<file path="src/sharp12_remote_segment_encoder_assert.svh">
// ----------------------------------------------------------------------------
// Assertion macros for the remote segment encoder
// Immediate-consequence and next-cycle checks, clocked on aclk and held off
// while aresetn is low.
// ----------------------------------------------------------------------------
`ifndef SHARP12_REMOTE_SEGMENT_ENCODER_ASSERT_SVH
`define SHARP12_REMOTE_SEGMENT_ENCODER_ASSERT_SVH

// cond holds in the same cycle as trig
`define S12RSE_ASSERT_IMP(label, trig, cond, msg) \
    label: assert property (@(posedge aclk) disable iff (!aresetn) \
        (trig) |-> (cond)) else $error(msg);

// cond holds in the cycle after trig
`define S12RSE_ASSERT_NXT(label, trig, cond, msg) \
    label: assert property (@(posedge aclk) disable iff (!aresetn) \
        (trig) |=> (cond)) else $error(msg);

`endif

</file>
<file path="src/s12rse_pkg.sv">
`timescale 1ns / 1ps
// ----------------------------------------------------------------------------
// s12rse_pkg
// Shared types and constants of the remote segment encoder.
// ----------------------------------------------------------------------------
package s12rse_pkg;

    localparam int DATA_BITS_DEF = 12;
    localparam int CODE_W        = 8;
    localparam int DUR_W         = 16;
    localparam int CODE_SHIFT    = 3;
    localparam int Q_DEPTH       = 2;

    // APB register map, word index = paddr[4:2]
    localparam int PADDR_W = 5;
    localparam int REG_IDX_W = 3;
    localparam logic [REG_IDX_W-1:0] REG_PULSE_HIGH   = 3'd0;
    localparam logic [REG_IDX_W-1:0] REG_GAP_ONE      = 3'd1;
    localparam logic [REG_IDX_W-1:0] REG_GAP_ZERO     = 3'd2;
    localparam logic [REG_IDX_W-1:0] REG_FRAME_PERIOD = 3'd3;
    localparam logic [REG_IDX_W-1:0] REG_MIN_TRAILER  = 3'd4;

    localparam logic [DUR_W-1:0] RST_PULSE_HIGH   = 16'd320;
    localparam logic [DUR_W-1:0] RST_GAP_ONE      = 16'd1680;
    localparam logic [DUR_W-1:0] RST_GAP_ZERO     = 16'd680;
    localparam logic [DUR_W-1:0] RST_FRAME_PERIOD = 16'd50000;
    localparam logic [DUR_W-1:0] RST_MIN_TRAILER  = 16'd1000;

    typedef struct packed {
        logic [DUR_W-1:0] pulse_high;
        logic [DUR_W-1:0] gap_one;
        logic [DUR_W-1:0] gap_zero;
        logic [DUR_W-1:0] frame_period;
        logic [DUR_W-1:0] min_trailer;
    } cfg_t;

    // queue status seen by the back end
    typedef struct packed {
        logic valid;
    } q_stat_t;

endpackage

</file>
<file path="src/sharp12_remote_segment_encoder.sv">
`timescale 1ns / 1ps
// A code passes the queue, the sequencer registers and then the output register.
// Throughput: one segment per cycle unless stalled, 2*(2*DATA_BITS+2) = 52 per code,
// set by the single segment sequencer in the back end; codes run back to back.
// A two-entry queue takes new codes while the sequencer is busy.
// Reset: synchronous active-low aresetn empties queue and output, and
// loads the timing registers with 320/1680/680/50000/1000 us.
// ----------------------------------------------------------------------------
// sharp12_remote_segment_encoder
// Pulse-distance remote encoder: command code in, (level, duration) out.
// ----------------------------------------------------------------------------
module sharp12_remote_segment_encoder #(
    parameter int DATA_BITS = s12rse_pkg::DATA_BITS_DEF
) (
    input  logic                                aclk,
    input  logic                                aresetn,
    // command input
    input  logic                                s_tvalid,
    output logic                                s_tready,
    input  logic [7:0]                          s_tdata,   // [7:0] code
    // segment output
    output logic                                m_tvalid,
    input  logic                                m_tready,
    output logic [23:0]                         m_tdata,   // [0] level, [16:1] duration_us
    output logic                                m_tuser,   // [0] inverted_frame
    output logic                                m_tlast,
    // register port
    input  logic                                psel,
    input  logic                                penable,
    input  logic                                pwrite,
    input  logic [s12rse_pkg::PADDR_W-1:0]      paddr,
    input  logic [31:0]                         pwdata,
    output logic [31:0]                         prdata,
    output logic                                pready
);

`include "sharp12_remote_segment_encoder_assert.svh"

    // ------------------------------------------------------------------
    // Timing registers. Writes land in the access phase; unused word
    // addresses are ignored and read back as zero.
    // ------------------------------------------------------------------
    s12rse_pkg::cfg_t                    cfg_reg, cfg_next;
    logic                                wr_en;
    logic [s12rse_pkg::REG_IDX_W-1:0]    reg_idx;

    assign pready  = 1'b1;
    assign wr_en   = psel && penable && pwrite && pready;
    assign reg_idx = paddr[s12rse_pkg::PADDR_W-1:2];

    always_comb begin
        cfg_next = cfg_reg;
        if (wr_en) begin
            case (reg_idx)
                s12rse_pkg::REG_PULSE_HIGH:   cfg_next.pulse_high   = pwdata[15:0];
                s12rse_pkg::REG_GAP_ONE:      cfg_next.gap_one      = pwdata[15:0];
                s12rse_pkg::REG_GAP_ZERO:     cfg_next.gap_zero     = pwdata[15:0];
                s12rse_pkg::REG_FRAME_PERIOD: cfg_next.frame_period = pwdata[15:0];
                s12rse_pkg::REG_MIN_TRAILER:  cfg_next.min_trailer  = pwdata[15:0];
                default: ;
            endcase
        end
    end

    always_comb begin
        case (reg_idx)
            s12rse_pkg::REG_PULSE_HIGH:   prdata = {16'd0, cfg_reg.pulse_high};
            s12rse_pkg::REG_GAP_ONE:      prdata = {16'd0, cfg_reg.gap_one};
            s12rse_pkg::REG_GAP_ZERO:     prdata = {16'd0, cfg_reg.gap_zero};
            s12rse_pkg::REG_FRAME_PERIOD: prdata = {16'd0, cfg_reg.frame_period};
            s12rse_pkg::REG_MIN_TRAILER:  prdata = {16'd0, cfg_reg.min_trailer};
            default:                      prdata = 32'd0;
        endcase
    end

    always_ff @(posedge aclk) begin
        if (!aresetn) begin
            cfg_reg.pulse_high   <= s12rse_pkg::RST_PULSE_HIGH;
            cfg_reg.gap_one      <= s12rse_pkg::RST_GAP_ONE;
            cfg_reg.gap_zero     <= s12rse_pkg::RST_GAP_ZERO;
            cfg_reg.frame_period <= s12rse_pkg::RST_FRAME_PERIOD;
            cfg_reg.min_trailer  <= s12rse_pkg::RST_MIN_TRAILER;
        end else begin
            cfg_reg <= cfg_next;
        end
    end

    // ------------------------------------------------------------------
    // Front end: code capture and frame-word queue
    // ------------------------------------------------------------------
    s12rse_pkg::q_stat_t   q_stat;
    logic [DATA_BITS-1:0]  q_word;
    logic                  q_pop;

    s12rse_front #(
        .DATA_BITS (DATA_BITS)
    ) u_front (
        .aclk     (aclk),
        .aresetn  (aresetn),
        .s_tvalid (s_tvalid),
        .s_tready (s_tready),
        .s_tdata  (s_tdata),
        .q_pop    (q_pop),
        .q_stat   (q_stat),
        .q_word   (q_word)
    );

    // ------------------------------------------------------------------
    // Back end: segment sequencer with registered output
    // ------------------------------------------------------------------
    s12rse_back #(
        .DATA_BITS (DATA_BITS)
    ) u_back (
        .aclk     (aclk),
        .aresetn  (aresetn),
        .cfg      (cfg_reg),
        .q_stat   (q_stat),
        .q_word   (q_word),
        .q_pop    (q_pop),
        .m_tvalid (m_tvalid),
        .m_tready (m_tready),
        .m_tdata  (m_tdata),
        .m_tuser  (m_tuser),
        .m_tlast  (m_tlast)
    );

    // ------------------------------------------------------------------
    // Checks
    // ------------------------------------------------------------------
    // the closing segment of a code is the low pad of the inverted frame
    `S12RSE_ASSERT_IMP(a_last_is_inv_pad, m_tvalid && m_tlast, m_tuser && !m_tdata[0], "last segment is not the inverted-frame pad")
    // backpressure on the input only when the queue holds a word
    `S12RSE_ASSERT_IMP(a_stall_has_word, !s_tready, q_stat.valid, "input stalled with empty queue")
    // a pop always leaves room for the next code
    `S12RSE_ASSERT_NXT(a_pop_frees_slot, q_pop && !(s_tvalid && s_tready), s_tready, "queue full after pop")

endmodule

</file>
<file path="src/s12rse_front.sv">
`timescale 1ns / 1ps
// ----------------------------------------------------------------------------
// s12rse_front
// Accepts command codes, forms the frame word and queues it for the back end.
// ----------------------------------------------------------------------------
module s12rse_front #(
    parameter int DATA_BITS = s12rse_pkg::DATA_BITS_DEF
) (
    input  logic                              aclk,
    input  logic                              aresetn,
    input  logic                              s_tvalid,
    output logic                              s_tready,
    input  logic [s12rse_pkg::CODE_W-1:0]     s_tdata,
    input  logic                              q_pop,
    output s12rse_pkg::q_stat_t               q_stat,
    output logic [DATA_BITS-1:0]              q_word
);

    localparam int QD    = s12rse_pkg::Q_DEPTH;
    localparam int QA_W  = (QD > 1) ? $clog2(QD) : 1;
    localparam int QC_W  = $clog2(QD + 1);

    logic [DATA_BITS-1:0] mem_reg [QD];
    logic [QA_W-1:0]      wr_ptr_reg, wr_ptr_next;
    logic [QA_W-1:0]      rd_ptr_reg, rd_ptr_next;
    logic [QC_W-1:0]      cnt_reg, cnt_next;
    logic [31:0]          shifted;
    logic [DATA_BITS-1:0] word;
    logic                 push;
    logic                 pop;

    // code shifted into the frame word; bits above DATA_BITS fall away
    assign shifted = 32'(s_tdata) << s12rse_pkg::CODE_SHIFT;
    assign word    = shifted[DATA_BITS-1:0];

    assign s_tready     = (cnt_reg != QC_W'(QD));
    assign push         = s_tvalid && s_tready;
    assign pop          = q_pop && (cnt_reg != '0);
    assign q_stat.valid = (cnt_reg != '0);
    assign q_word       = mem_reg[rd_ptr_reg];

    always_comb begin
        wr_ptr_next = wr_ptr_reg;
        rd_ptr_next = rd_ptr_reg;
        cnt_next    = cnt_reg;
        if (push) begin
            wr_ptr_next = (wr_ptr_reg == QA_W'(QD - 1)) ? '0 : wr_ptr_reg + 1'b1;
        end
        if (pop) begin
            rd_ptr_next = (rd_ptr_reg == QA_W'(QD - 1)) ? '0 : rd_ptr_reg + 1'b1;
        end
        if (push && !pop) begin
            cnt_next = cnt_reg + 1'b1;
        end else if (pop && !push) begin
            cnt_next = cnt_reg - 1'b1;
        end
    end

    always_ff @(posedge aclk) begin
        if (!aresetn) begin
            wr_ptr_reg <= '0;
            rd_ptr_reg <= '0;
            cnt_reg    <= '0;
        end else begin
            wr_ptr_reg <= wr_ptr_next;
            rd_ptr_reg <= rd_ptr_next;
            cnt_reg    <= cnt_next;
        end
    end

    always_ff @(posedge aclk) begin
        if (push) begin
            mem_reg[wr_ptr_reg] <= word;
        end
    end

endmodule

</file>
<file path="src/s12rse_back.sv">
`timescale 1ns / 1ps
// ----------------------------------------------------------------------------
// s12rse_back
// Segment sequencer: walks both frames of a word, one segment per cycle unless
// the output stalls, into a registered output stage.
// ----------------------------------------------------------------------------
module s12rse_back #(
    parameter int DATA_BITS = s12rse_pkg::DATA_BITS_DEF
) (
    input  logic                              aclk,
    input  logic                              aresetn,
    input  s12rse_pkg::cfg_t                  cfg,
    input  s12rse_pkg::q_stat_t               q_stat,
    input  logic [DATA_BITS-1:0]              q_word,
    output logic                              q_pop,
    output logic                              m_tvalid,
    input  logic                              m_tready,
    output logic [23:0]                       m_tdata,
    output logic                              m_tuser,
    output logic                              m_tlast
);

    localparam int DW    = s12rse_pkg::DUR_W;
    localparam int SEGS  = 2 * DATA_BITS + 2;
    localparam int POS_W = $clog2(SEGS);
    localparam int ACC_W = DW + $clog2(SEGS);
    localparam logic [POS_W-1:0] POS_PAD     = POS_W'(2 * DATA_BITS + 1);

    logic                 active_reg, active_next;
    logic                 frame_reg, frame_next;
    logic [POS_W-1:0]     pos_reg, pos_next;
    logic [DATA_BITS-1:0] word_reg, word_next;
    logic [DATA_BITS-1:0] sh_reg, sh_next;
    logic [ACC_W-1:0]     acc_reg, acc_next;

    logic                 ov_reg, ov_next;
    logic                 olevel_reg;
    logic [DW-1:0]        odur_reg;
    logic                 oinv_reg;
    logic                 olast_reg;

    logic                 is_pad;
    logic                 level;
    logic [DW-1:0]        pad_dur;
    logic [DW-1:0]        diff;
    logic [DW-1:0]        dur;
    logic                 fin;
    logic                 fire;

    assign is_pad = (pos_reg == POS_PAD);
    assign level  = !pos_reg[0];
    assign fin    = frame_reg && is_pad;
    assign fire   = active_reg && (!ov_reg || m_tready);
    assign q_pop  = q_stat.valid && (!active_reg || (fire && fin));

    // pad fills the frame to its period, never below the minimum gap
    assign diff = cfg.frame_period - acc_reg[DW-1:0];
    always_comb begin
        if (acc_reg > ACC_W'(cfg.frame_period)) begin
            pad_dur = cfg.min_trailer;
        end else if (diff < cfg.min_trailer) begin
            pad_dur = cfg.min_trailer;
        end else begin
            pad_dur = diff;
        end
    end

    always_comb begin
        if (level) begin
            dur = cfg.pulse_high;
        end else if (is_pad) begin
            dur = pad_dur;
        end else begin
            dur = sh_reg[0] ? cfg.gap_one : cfg.gap_zero;
        end
    end

    always_comb begin
        active_next = active_reg;
        frame_next  = frame_reg;
        pos_next    = pos_reg;
        word_next   = word_reg;
        sh_next     = sh_reg;
        acc_next    = acc_reg;
        if (fire) begin
            acc_next = acc_reg + ACC_W'(dur);
            pos_next = pos_reg + 1'b1;
            if (!level && !is_pad) begin
                sh_next = sh_reg >> 1;
            end
            if (is_pad) begin
                pos_next   = '0;
                acc_next   = '0;
                frame_next = 1'b1;
                sh_next    = ~word_reg;
                if (frame_reg) begin
                    active_next = 1'b0;
                end
            end
        end
        if (q_pop) begin
            active_next = 1'b1;
            frame_next  = 1'b0;
            pos_next    = '0;
            acc_next    = '0;
            word_next   = q_word;
            sh_next     = q_word;
        end
    end

    always_comb begin
        ov_next = ov_reg;
        if (fire) begin
            ov_next = 1'b1;
        end else if (m_tready) begin
            ov_next = 1'b0;
        end
    end

    always_ff @(posedge aclk) begin
        if (!aresetn) begin
            active_reg <= 1'b0;
            ov_reg     <= 1'b0;
        end else begin
            active_reg <= active_next;
            ov_reg     <= ov_next;
        end
    end

    always_ff @(posedge aclk) begin
        frame_reg <= frame_next;
        pos_reg   <= pos_next;
        word_reg  <= word_next;
        sh_reg    <= sh_next;
        acc_reg   <= acc_next;
        if (fire) begin
            olevel_reg <= level;
            odur_reg   <= dur;
            oinv_reg   <= frame_reg;
            olast_reg  <= fin;
        end
    end

    assign m_tvalid = ov_reg;
    assign m_tdata  = {7'd0, odur_reg, olevel_reg};
    assign m_tuser  = oinv_reg;
    assign m_tlast  = olast_reg;

endmodule

</file>
<file path="config.mk">
export PLATFORM = sky130hd
export DESIGN_NAME = sharp12_remote_segment_encoder
export DESIGN_NICKNAME = d
export VERILOG_FILES = /design/src/s12rse_pkg.sv /design/src/sharp12_remote_segment_encoder.sv /design/src/s12rse_front.sv /design/src/s12rse_back.sv
export VERILOG_INCLUDE_DIRS = /design/src /design/src/src
export SDC_FILE = /design/constraint.sdc
export NUM_CORES = 1
export LEC_CHECK = 0
export ABC_AREA = 1
export BUFFER_PORTS_ARGS = -buffer_cell sky130_fd_sc_hd__buf_2
export CAP_MARGIN = 0
export CORE_AREA = 2 2 134 136
export DETAILED_ROUTE_END_ITERATION = 10
export DIE_AREA = 0 0 136 138
export PLACE_DENSITY = 0.88
export SYNTH_ARGS = -nofsm -noshare
export SYNTH_HDL_FRONTEND = slang
export SYNTH_SLANG_ARGS = --single-unit
export TNS_END_PERCENT = 50
</file>
<file path="constraint.sdc">
create_clock -name aclk -period 5.5 [get_ports aclk]
set_clock_uncertainty 0.1 [all_clocks]
set_input_delay 1.1 -clock aclk [delete_from_list [all_inputs] [get_ports aclk]]
set_output_delay 1.1 -clock aclk [all_outputs]
set_load 0.1 [all_outputs]
</file>
* Yosys cells after proc, flatten, opt, wreduce, memory -nomap -nowiden *
Memory sizes are Yosys's and may differ from the RTL's. A register that Yosys moved wholly into a read port is not among the register bits.
Cells that the tools add are included.

word-level totals
  register bits after elaboration = 156
  memory bits (writable) = 16
  input port bits = 52
  output and inout port bits = 61
  word-level logic and storage cells = 97
  memories = 1

memories
  memory           words  bits a word  read ports  clocked after memory_dff  wr ports  RTL line            RTL
  u_front.mem_reg  2      8            1           1                         1         s12rse_front.sv:23  logic [DATA_BITS-1:0] mem_reg [QD];

cells by class
  add/sub/neg operators = 7
  magnitude comparators = 2
  eq/ne operators = 6
  multiplexer cells = 26
  bitwise gates (word level) = 1
  reductions and logical operators = 35

operators with widths
  cell                   count
  $mux W16               5
  $pmux W16 S5           1
  $mux W12               4
  $add A21 B16 Y21       1
  $gt A21 B16 Y1         1
  $mux W21               1
  $lt A16 B16 Y1         1
  $sub A16 B16 Y16       1
  $reduce_and A2 Y1      7
  $mux W1                12
  $not A12 Y12           1
  $reduce_bool A2 Y1     6
  $logic_and A1 B1 Y1    11
  $eq A3 B2 Y1 const B   2
  $logic_not A1 Y1       6
  $add A5 B1 Y5 const B  1
  $eq A5 B5 Y1 const B   1
  $mux W5                1
  $mux W2                2
  $eq A3 B1 Y1 const B   1
  $eq A3 B3 Y1 const B   1
  $logic_not A3 Y1       1
  $reduce_and A3 Y1      1
  $reduce_bool A3 Y1     1
  5 further kinds        7

* Longest topological paths before layout *
Gate-level depths: netlist (run 1).

  word-level depth = 10
  gate-level depth with buffers = 37
  gate-level depth less buffers = 36

* By module *
A second synthesis (run 1) with hierarchy kept.

unflattened totals
  cell total of the unflattened synthesis = 1629
  area, all modules = 11238.3 um2

modules (own cells, without submodules)
  module                          instances  cells an instance  area an instance (um2)  sequential area each (um2)
  s12rse_back                     1          923                6301.0                  1871.8
  sharp12_remote_segment_encoder  1          639                4067.7                  1601.5
  s12rse_front                    1          67                 869.6                   580.6

* Worst setup path after synthesis (run 1) *
Ideal clock, no wire load.

  kind = input port to output port
  start = in paddr[2] (netlist bit)
  end = out prdata[0]
  data arrival time = 3553 ps
  data required time = 4300 ps
  setup slack = 747 ps
  cell stages on the path = 3
  buffers on the path = 0
  cells stage by stage = nor3_2 inv_1 o21ai_0

between the ends
  longest elaborated chain between the ends = 2
  elaborated cells on any way between the ends = 6
  classes of those cells = 4 x eq/ne; 1 x mux; 1 x reduce/logical

ends and longest elaborated chain
  what                                  RTL line                              RTL
  start: declaration                    sharp12_remote_segment_encoder.sv:31  input logic [s12rse_pkg::PADDR_W-1:0] paddr,
  $eq A3 B3 Y1 (tied with other cells)  sharp12_remote_segment_encoder.sv:66  case (reg_idx)
  $pmux W16 S5 (*)                      sharp12_remote_segment_encoder.sv:66
  end: declaration                      sharp12_remote_segment_encoder.sv:33  output logic [31:0] prdata,

Every way passes the cells marked *; elsewhere a longest branch is shown, timed or not.

* Worst setup path in the final report (run 1) *
  start = reg cfg_reg[18] (netlist bit)
  end = reg u_back.acc_reg[16]

between the ends
  longest elaborated chain between the ends = 8
  elaborated cells on any way between the ends = 9
  classes of those cells = 2 x add/sub; 2 x order compare; 5 x mux

ends and longest elaborated chain
  what                      RTL line                              RTL
  start: declaration        sharp12_remote_segment_encoder.sv:43  s12rse_pkg::cfg_t cfg_reg, cfg_next;
  start signal: assignment  sharp12_remote_segment_encoder.sv:84  cfg_reg <= cfg_next;
  $sub A16 B16 Y16          s12rse_back.sv:57                     assign diff = cfg.frame_period - acc_reg[DW-1:0];
  $lt A16 B16 Y1            s12rse_back.sv:61                     end else if (diff < cfg.min_trailer) begin
  $mux W16                  s12rse_back.sv:61
  $mux W16 (*)              s12rse_back.sv:59                     if (acc_reg > ACC_W'(cfg.frame_period)) begin
  $mux W16 (*)              s12rse_back.sv:71                     end else if (is_pad) begin
  $mux W16 (*)              s12rse_back.sv:69                     if (level) begin
  via u_back.dur[0]         s12rse_back.sv:46                     logic [DW-1:0] dur;
  $add A21 B16 Y21 (*)      s12rse_back.sv:86                     acc_next = acc_reg + ACC_W'(dur);
  $mux W21 (*)              s12rse_back.sv:91                     if (is_pad) begin
  end signal: assignment    s12rse_back.sv:135                    acc_reg <= acc_next;
  end: declaration          s12rse_back.sv:34                     logic [ACC_W-1:0] acc_reg, acc_next;

The timed path passes the listed nets; every way through them passes the cells marked *.
A chain may end at the register's enable or synchronous reset.

==> flow_results.org, run 1 <==
** Run status
- Outcome :: finished, final reports clean

** Placement
- The count of buffers added on input and output ports is 70.
- Final weighted congestion in routability-driven placement :: 0.9365
- Half-perimeter wire length after placement :: 20470 um
- The number of placed instances, taps included, is 1622.
- Area after detailed placement :: 10500 um^2

** Clock network
- Post-CTS repair changed the size of 0 cells.
- CTS H-Tree Depth :: 4
- Post-CTS Setup Inserts :: 0
- In this run, post-CTS hold repair placed 0 buffers.
- Clock tree synthesis found a total of 169 sinks.
- After clock tree synthesis, the clock-pin slew on the worst setup and hold paths is 80 ps.
- Clock latency on the worst-skew pair :: 440 ps
- Buffers from clock root to sink, at most :: 2
- Clock tree from TritonCTS :: built
- Clock buffers created by TritonCTS :: 17
- In this run the clock root is driven by a sky130_fd_sc_hd__clkbuf_16.

** Final layout
- Relative to the synthesized area, the layout overhead comes to 9.749%.
- Net count, final :: 1532
- The register with the most flip-flops in the layout has 80 of them.
- Finished Core Util :: 63.62%
- In the final layout, the share of cells above drive strength 1 is 12.63%.
- Count of non-filler cells in the finished layout :: 1654
- Count of inserted antenna diode cells :: 0
- Final design area excluding fillers :: 11160 um^2
- Fillers :: 1473

** Power
- Total power per unit cell area :: 446.6 nW/um^2
- Static leakage power :: 5.193 nW
- Across the VDD grid, the largest voltage drop is 0.3599 mV.

** Timing
- Setup repair after global routing left no endpoint under its margin.
- The max-slew violation count was 0.
- Fmax :: 191.8 MHz
- The number of hold-slack violations in the final timing report came to 0.
- Worst hold margin :: 341.4 ps
- In this run the tightest slew margin relative to its limit is 32.05%.
- Final Critical Period :: 5214 ps
- Sum of negative setup slack :: 0 ps
- Final Setup Violations :: 0
- At the pin with the least slew margin, the transition time is 1018 ps.
- The final critical path takes up 94.81% of the cycle.

** Floorplan
- Die ar. :: 18770 um^2
- Initial core utilization :: 57.97%
- FP Rows :: 49
- Die X :: 136 um
- Height of the die :: 138 um
- Pin placement for this block handled 113 I/O pins.
- Area of the core :: 17530 um^2

** Detailed routing
- For this run, design rule violations remaining after detail routing come to 0.
- Before antenna repair, the detailed router went through 5 iterations.
- DRT Wirelength :: 27760 um
- After detailed routing, the number of vias per cell comes to 5.808.
- In this run the remaining antenna-violating nets after routing total 0.
- After detailed routing, the average wire length per cell comes to 16.78 um.
- For this block, the initial DRC count from the detailed router was 950.
- Summing over every cut layer, the via total after detailed routing is 9607.

** Yosys
- Of the synthesized area, sequential elements account for 38.70%.
- Of all cell types, the one taking the most synthesized area is sky130_fd_sc_hd__dfxtp_1.
- Summed over its instances, the top area cell type makes up 22.45% of the synthesized netlist area.
- Cell area after synthesis :: 10160 um^2
- Most repeated cell in the gate-level netlist after synthesis :: sky130_fd_sc_hd__nand2_1
- For this run, asynchronously set or reset flops after synthesis account for 0%.
- Ranked by instance count, the synthesized netlist is headed by sky130_fd_sc_hd__nand2_1 (341), sky130_fd_sc_hd__inv_1 (158), sky130_fd_sc_hd__nor2_1 (116).
- The netlist uses 51 different library cells.
- Dominant cells by area after synthesis :: sky130_fd_sc_hd__dfxtp_1 (22%), sky130_fd_sc_hd__edfxtp_1 (16%), sky130_fd_sc_hd__nand2_1 (13%)
- Synthesized instance count :: 1362
- Register bit total from synthesis :: 169
- Dividing the synthesized area by the synthesized cell count gives 7.463 um^2.
- Number of flops mapped to enable cells by yosys :: 55
- Count of synthesis-stage warnings from yosys :: 0
- Main flop type after synthesis :: sky130_fd_sc_hd__dfxtp_1

** Worst setup path
- Crit path top cell by count :: sky130_fd_sc_hd__nand2_1
- For the worst flop-to-flop path, the logic depth is 35.
- STA classifies the critical path endpoint as a register.
- Largest stage delay, worst path :: 460 ps
- Type of origin of the critical path :: register
- The slowest stage of the critical path belongs to the cell sky130_fd_sc_hd__fa_1.
- The worst setup path is of the register to register kind.
- Highest fanout seen on the critical path :: 16
- At the worst endpoint, the required time is 5740 ps.
- CP arrival :: 5450 ps

** Global routing
- Number of global-route vias before repair :: 8656
- Antenna violations before repair :: 0
- Remaining global-route overflow :: 0
- Total routing usage reported by global routing :: 29.56%
- Global-route wire length before repair :: 44160 um
- Entering global routing, the biggest net connects 51 pins.

** Min path
- The min-delay analysis places its worst path in the category register to register.
- Cell depth of the worst min-delay path :: 0

** Run
- Max-Cap Viols :: 0
==> final cells by class <==
cell class	count	area, um^2	area share (%)
Clock buffer	17	425.4	3.813
Clock inverter	15	212.7	1.907
Inverter	169	635.6	5.698
Multi-Input combinational cell	975	5235	46.93
Sequential cell	169	3935	35.27
Tap cell	229	286.5	2.568
Timing Repair Buffer	80	425.4	3.813
==> layout by cell type (no fill, tap or decap), drive strengths merged, types with 3 or more instances in the layout <==
| master | synthesis | final |
|---|---|---|
| o211ai | 15 | 15 |
| a221oi | 12 | 12 |
| a221o | 4 | 4 |
| conb | 2 | 24 |
| clkinv | 1 | 9 |
| a31oi | 12 | 12 |
| nand3 | 93 | 93 |
| nor2 | 122 | 122 |
| xor2 | 6 | 6 |
| clkbuf | 28 | 17 |
| o22ai | 13 | 13 |
| a21oi | 104 | 104 |
| ha | 66 | 66 |
| xnor2 | 4 | 4 |
| dfxtp | 114 | 114 |
| edfxtp | 55 | 55 |
| nand4 | 7 | 7 |
| nand2 | 360 | 360 |
| or2 | 3 | 3 |
| mux2 | 8 | 8 |
| nor4 | 3 | 3 |
| o21ai | 94 | 94 |
| inv | 168 | 174 |
| buf | 43 | 80 |
| nor3 | 12 | 12 |
==> worst paths after layout <==
kind	startpoint	slack (ps)	to
setup / recovery	cfg_reg[18]	290	u_back.acc_reg[16]
hold / removal	u_back.frame_reg	340	u_back.m_tuser
setup reg to reg	cfg_reg[18]	290	u_back.acc_reg[16]
hold reg to reg	u_back.frame_reg	340	u_back.m_tuser
==> critical path, delay by kind of cell (launching register included) <==
kind | cells | cell delay (ps)
AND/OR/NAND/NOR | 27 | 2780
adder cells (fa/ha/maj) | 4 | 1430
flip-flops | 1 | 360
buffers and inverters | 3 | 240
AO/OA/AOI/OAI | 1 | 210
==> cell families (layout without fill, tap and decap cells) <==
| logic type | Yosys count | count (layout) | synth area share [%] |
|---|---|---|---|
| adders and majority gates | 68 | 68 | 8.518 |
| buffers and inverters | 240 | 281 | 10.77 |
| muxes | 8 | 8 | 0.8863 |
| and+or+nand+nor | 603 | 603 | 25.71 |
| AOI/OAI and AO/OA | 262 | 262 | 14.48 |
| DFF | 169 | 169 | 38.70 |
| other | 2 | 24 | 0.07388 |
| xor gates and xnor gates | 10 | 10 | 0.8616 |
==> per-stage QoR <==
step | setup slack [ps] | total power [mW]
after floorplan | 746.8 | 3.268
after global placement | 486.1 | 3.619
after detailed placement | 383.6 | 3.679
after CTS | 288.2 | 4.945
after global routing | 21.12 | 5.222
final | 285.7 | 4.982
==> report_power, final <==
| part | switching, mW | internal, mW | leakage, nW |
|---|---|---|---|
| sequential | 0.108 | 1.56 | 1.45 |
| clock | 0.596 | 0.666 | 0.308 |
| combinational | 1.54 | 0.517 | 3.44 |
==> per-layer routing <==
metal	share of wire [%]	routed length, um	track usage [%]
met1	40	11160	39.87
met2	48	13220	48.00
met3	9.8	2722	5.244
met4	2.4	656	9.868
met5	0	0	0
No activity file was read; power rests on OpenSTA's default activity.
==> inputs of run 2 (changes only) <==
--- a/config.mk
+++ b/config.mk
@@ -8,11 +8,11 @@
 export LEC_CHECK = 0
 export ABC_AREA = 1
 export BUFFER_PORTS_ARGS = -buffer_cell sky130_fd_sc_hd__buf_2
-export CAP_MARGIN = 0
 export CORE_AREA = 2 2 134 136
 export DETAILED_ROUTE_END_ITERATION = 10
 export DIE_AREA = 0 0 136 138
-export PLACE_DENSITY = 0.88
+export GPL_ROUTABILITY_DRIVEN = 0
+export PLACE_DENSITY = 0.8
 export SYNTH_ARGS = -nofsm -noshare
 export SYNTH_HDL_FRONTEND = slang
 export SYNTH_SLANG_ARGS = --single-unit
==> flow_results.org, run 2 (synthesis results as in run 1) <==
** Timing
- Pins Over Slew Limit :: 0
- Final Critical Period :: 5034 ps
- In this run the tightest slew margin relative to its limit is 29.29%.
- The number of hold-slack violations in the final timing report is 0.
- Final Setup Violations :: 0
- At the pin with the least slew margin, the transition time is 1059 ps.
- RSZ-0062 raised after global routing :: false
- Fmax :: 198.7 MHz
- Summed over all failing endpoints, the final setup total negative slack is 0 ps.
- Period utilization :: 91.52%

** Global routing
- Maximum number of pins on one net before global-route repair :: 49
- Total routing usage reported by global routing :: 29.63%
- After global routing the overflow that remains totals 0.
- Number of global-route vias before repair :: 8769
- The initial antenna violation count was 0.
- Global-route wire length before repair :: 43800 um

** Final layout
- The register with the most flip-flops in the layout has 80 of them.
- Net count, final :: 1533
- Compared with the post-synthesis result, the final layout area differs by 9.662%.
- Leaving out fill and tap cells, the most frequent cell in the layout is sky130_fd_sc_hd__nand2_1.
- Final design area excluding fillers :: 11150 um^2
- Total area of multi-input combinational cells :: 5235 um^2
- Seq. cell area :: 3935 um^2
- Fillers :: 1505
- The library cells used most frequently in the layout, excluding fill and tap cells, are sky130_fd_sc_hd__nand2_1 (340), sky130_fd_sc_hd__inv_1 (158), sky130_fd_sc_hd__nor2_1 (116).
- Count of inserted antenna diode cells :: 0
- Fraction of layout instances using a drive strength above 1 :: 12.69%

** Floorplan
- In this run the vertical extent of the chip is 138 um.
- FP Rows :: 49
- The core region is 17530 um^2.
- Initial core utilization :: 57.97%
- Die X :: 136 um
- Number of primary I/O pins :: 113
- The die covers 18770 um^2.

** Power
- Worst ir drop on vdd :: 0.3854 mV
- Summed over all cells, the static leakage comes to 5.191 nW.
- Power spread over the standard cell area amounts to 444.0 nW/um^2.

** Clock network
- Number of hold buffers added after CTS :: 0
- CTS clk-pin slew, worst paths :: 80 ps
- CTS placed an instance of sky130_fd_sc_hd__clkbuf_16 at the clock tree root.
- The tree built by TritonCTS fans out to 169 sinks.
- Clock tree from TritonCTS :: built
- Buffers inserted during clock tree synthesis total 17.
- The H-tree generated during clock tree synthesis spans 4 levels.
- Buffers from clock root to sink, at most :: 2
- The clock reaches the later pin of the worst-skew pair after 450 ps.

** Worst setup path
- Cell with the biggest individual delay on the critical path :: sky130_fd_sc_hd__dfxtp_1
- CP arrival :: 5300 ps
- Counting cells, the worst reg-to-reg path comes to 28.
- Crit path top cell by count :: sky130_fd_sc_hd__nand2_1
- Critical register-to-register path startpoint :: cfg_reg[29]
- The largest single stage delay on the critical path is 430 ps.
- In this run the critical register-to-register path is captured at u_back.acc_reg[13].
- Setup slack, reg-to-reg :: 470 ps
- Type of origin of the critical path :: register
- STA classifies the critical path endpoint as a register.
- For the worst setup path, the data required time is 5760 ps.
- Capturing element of the worst setup path :: u_back.acc_reg[13]
- Critical path type :: register to register
- Highest fanout seen on the critical path :: 16
- Tracing the worst setup path back leads to its startpoint at cfg_reg[29].

** Detailed routing
- Routed Antenna Nets :: 0
- Routed vias :: 9342
- DR pass1 iterations :: 8
- The first routing iteration left 775 violations.
- After detailed routing, the number of remaining DRC violations is 0.
- Average via count per standard cell :: 5.645
- In the final routed layout, each cell accounts on average for 16.49 um.
- After detailed routing, the met2 layer carries 12720 um of wire.
- After detailed routing, the total wire length is 27290 um.
- Wire segments on met3 add up to 2983 um in the final route.
- Routed length on met1 :: 10720 um
- The highest layer touched by signal routing is met4.

** Run
- Max-Cap Viols :: 0

** Min path
- Path category of the worst min-delay check :: register to register

** Placement
- Half-perimeter wire length after placement :: 20070 um
- Input and output buffers added on the ports amount to 70.
- In this run the cell area measured after placement is 10510 um^2.

** Run status
- Outcome :: finished, final reports clean
## run 2: timing repair
action | 4_1_cts | 5_1_grt
resized for setup | 0 | 7
endpoints found under the setup margin | 0 | 12
setup buffers | 0 | 0
hold endpoints to repair | 0 | 0
## run 2: worst min path at each step
stage,startpoint,endpoint,slack (ps),cells after the start
final,u_back.frame_reg,u_back.m_tuser,340,0
after detailed placement,u_back.frame_reg,u_back.m_tuser,320,0
after CTS,u_back.frame_reg,u_back.m_tuser,340,0
after floorplan,u_back.frame_reg,u_back.m_tuser,310,0
after global routing,u_back.frame_reg,u_back.m_tuser,360,0
after global placement,u_back.frame_reg,u_back.m_tuser,320,0
## run 2: metal layers
metal,track usage [%],vias up
met1,36.67,4240
li1,-,4558
met5,0,-
met4,11.57,0
met2,47.69,475
met3,9.828,69
## run 2: per-stage QoR
stage | power (mW) | util, % | std cells | worst slack (ps) | hold WS, ps
finish | 4.949 | 63.57 | 1655 | 466.4 | 340.4
global placement | 3.625 | 59.93 | 1623 | 476.2 | 319.0
detailed placement | 3.672 | 59.93 | 1623 | 372.8 | 324.8
global route | 5.221 | 63.57 | 1655 | 28.08 | 361.2
floorplan | 3.268 | - | 1384 | 746.8 | 308.2
CTS | 4.915 | 63.47 | 1655 | 345.1 | 344.0
## run 2: final cells by class
class	count	share of cell area [%]
Multi-Input combinational cell	975	46.96
Sequential cell	169	35.30
Inverter	169	5.702
Timing Repair Buffer	81	3.884
Clock buffer	17	3.816
Tap cell	229	2.570
Clock inverter	15	1.762
## run 2: power breakdown
group	switching [mW]	internal, mW
combinational	1.52	0.519
clock	0.622	0.627
sequential	0.105	1.56
total	2.24	2.71
## run 2: critical path: cells and delay by family (launching register included)
family / cells / cell delay (ps)
DFF: 1 / 430
and+or+nand+nor: 20 / 2400
adders and majority gates: 3 / 1090
buffers and inverters: 1 / 120
AOI/OAI and AO/OA: 4 / 810
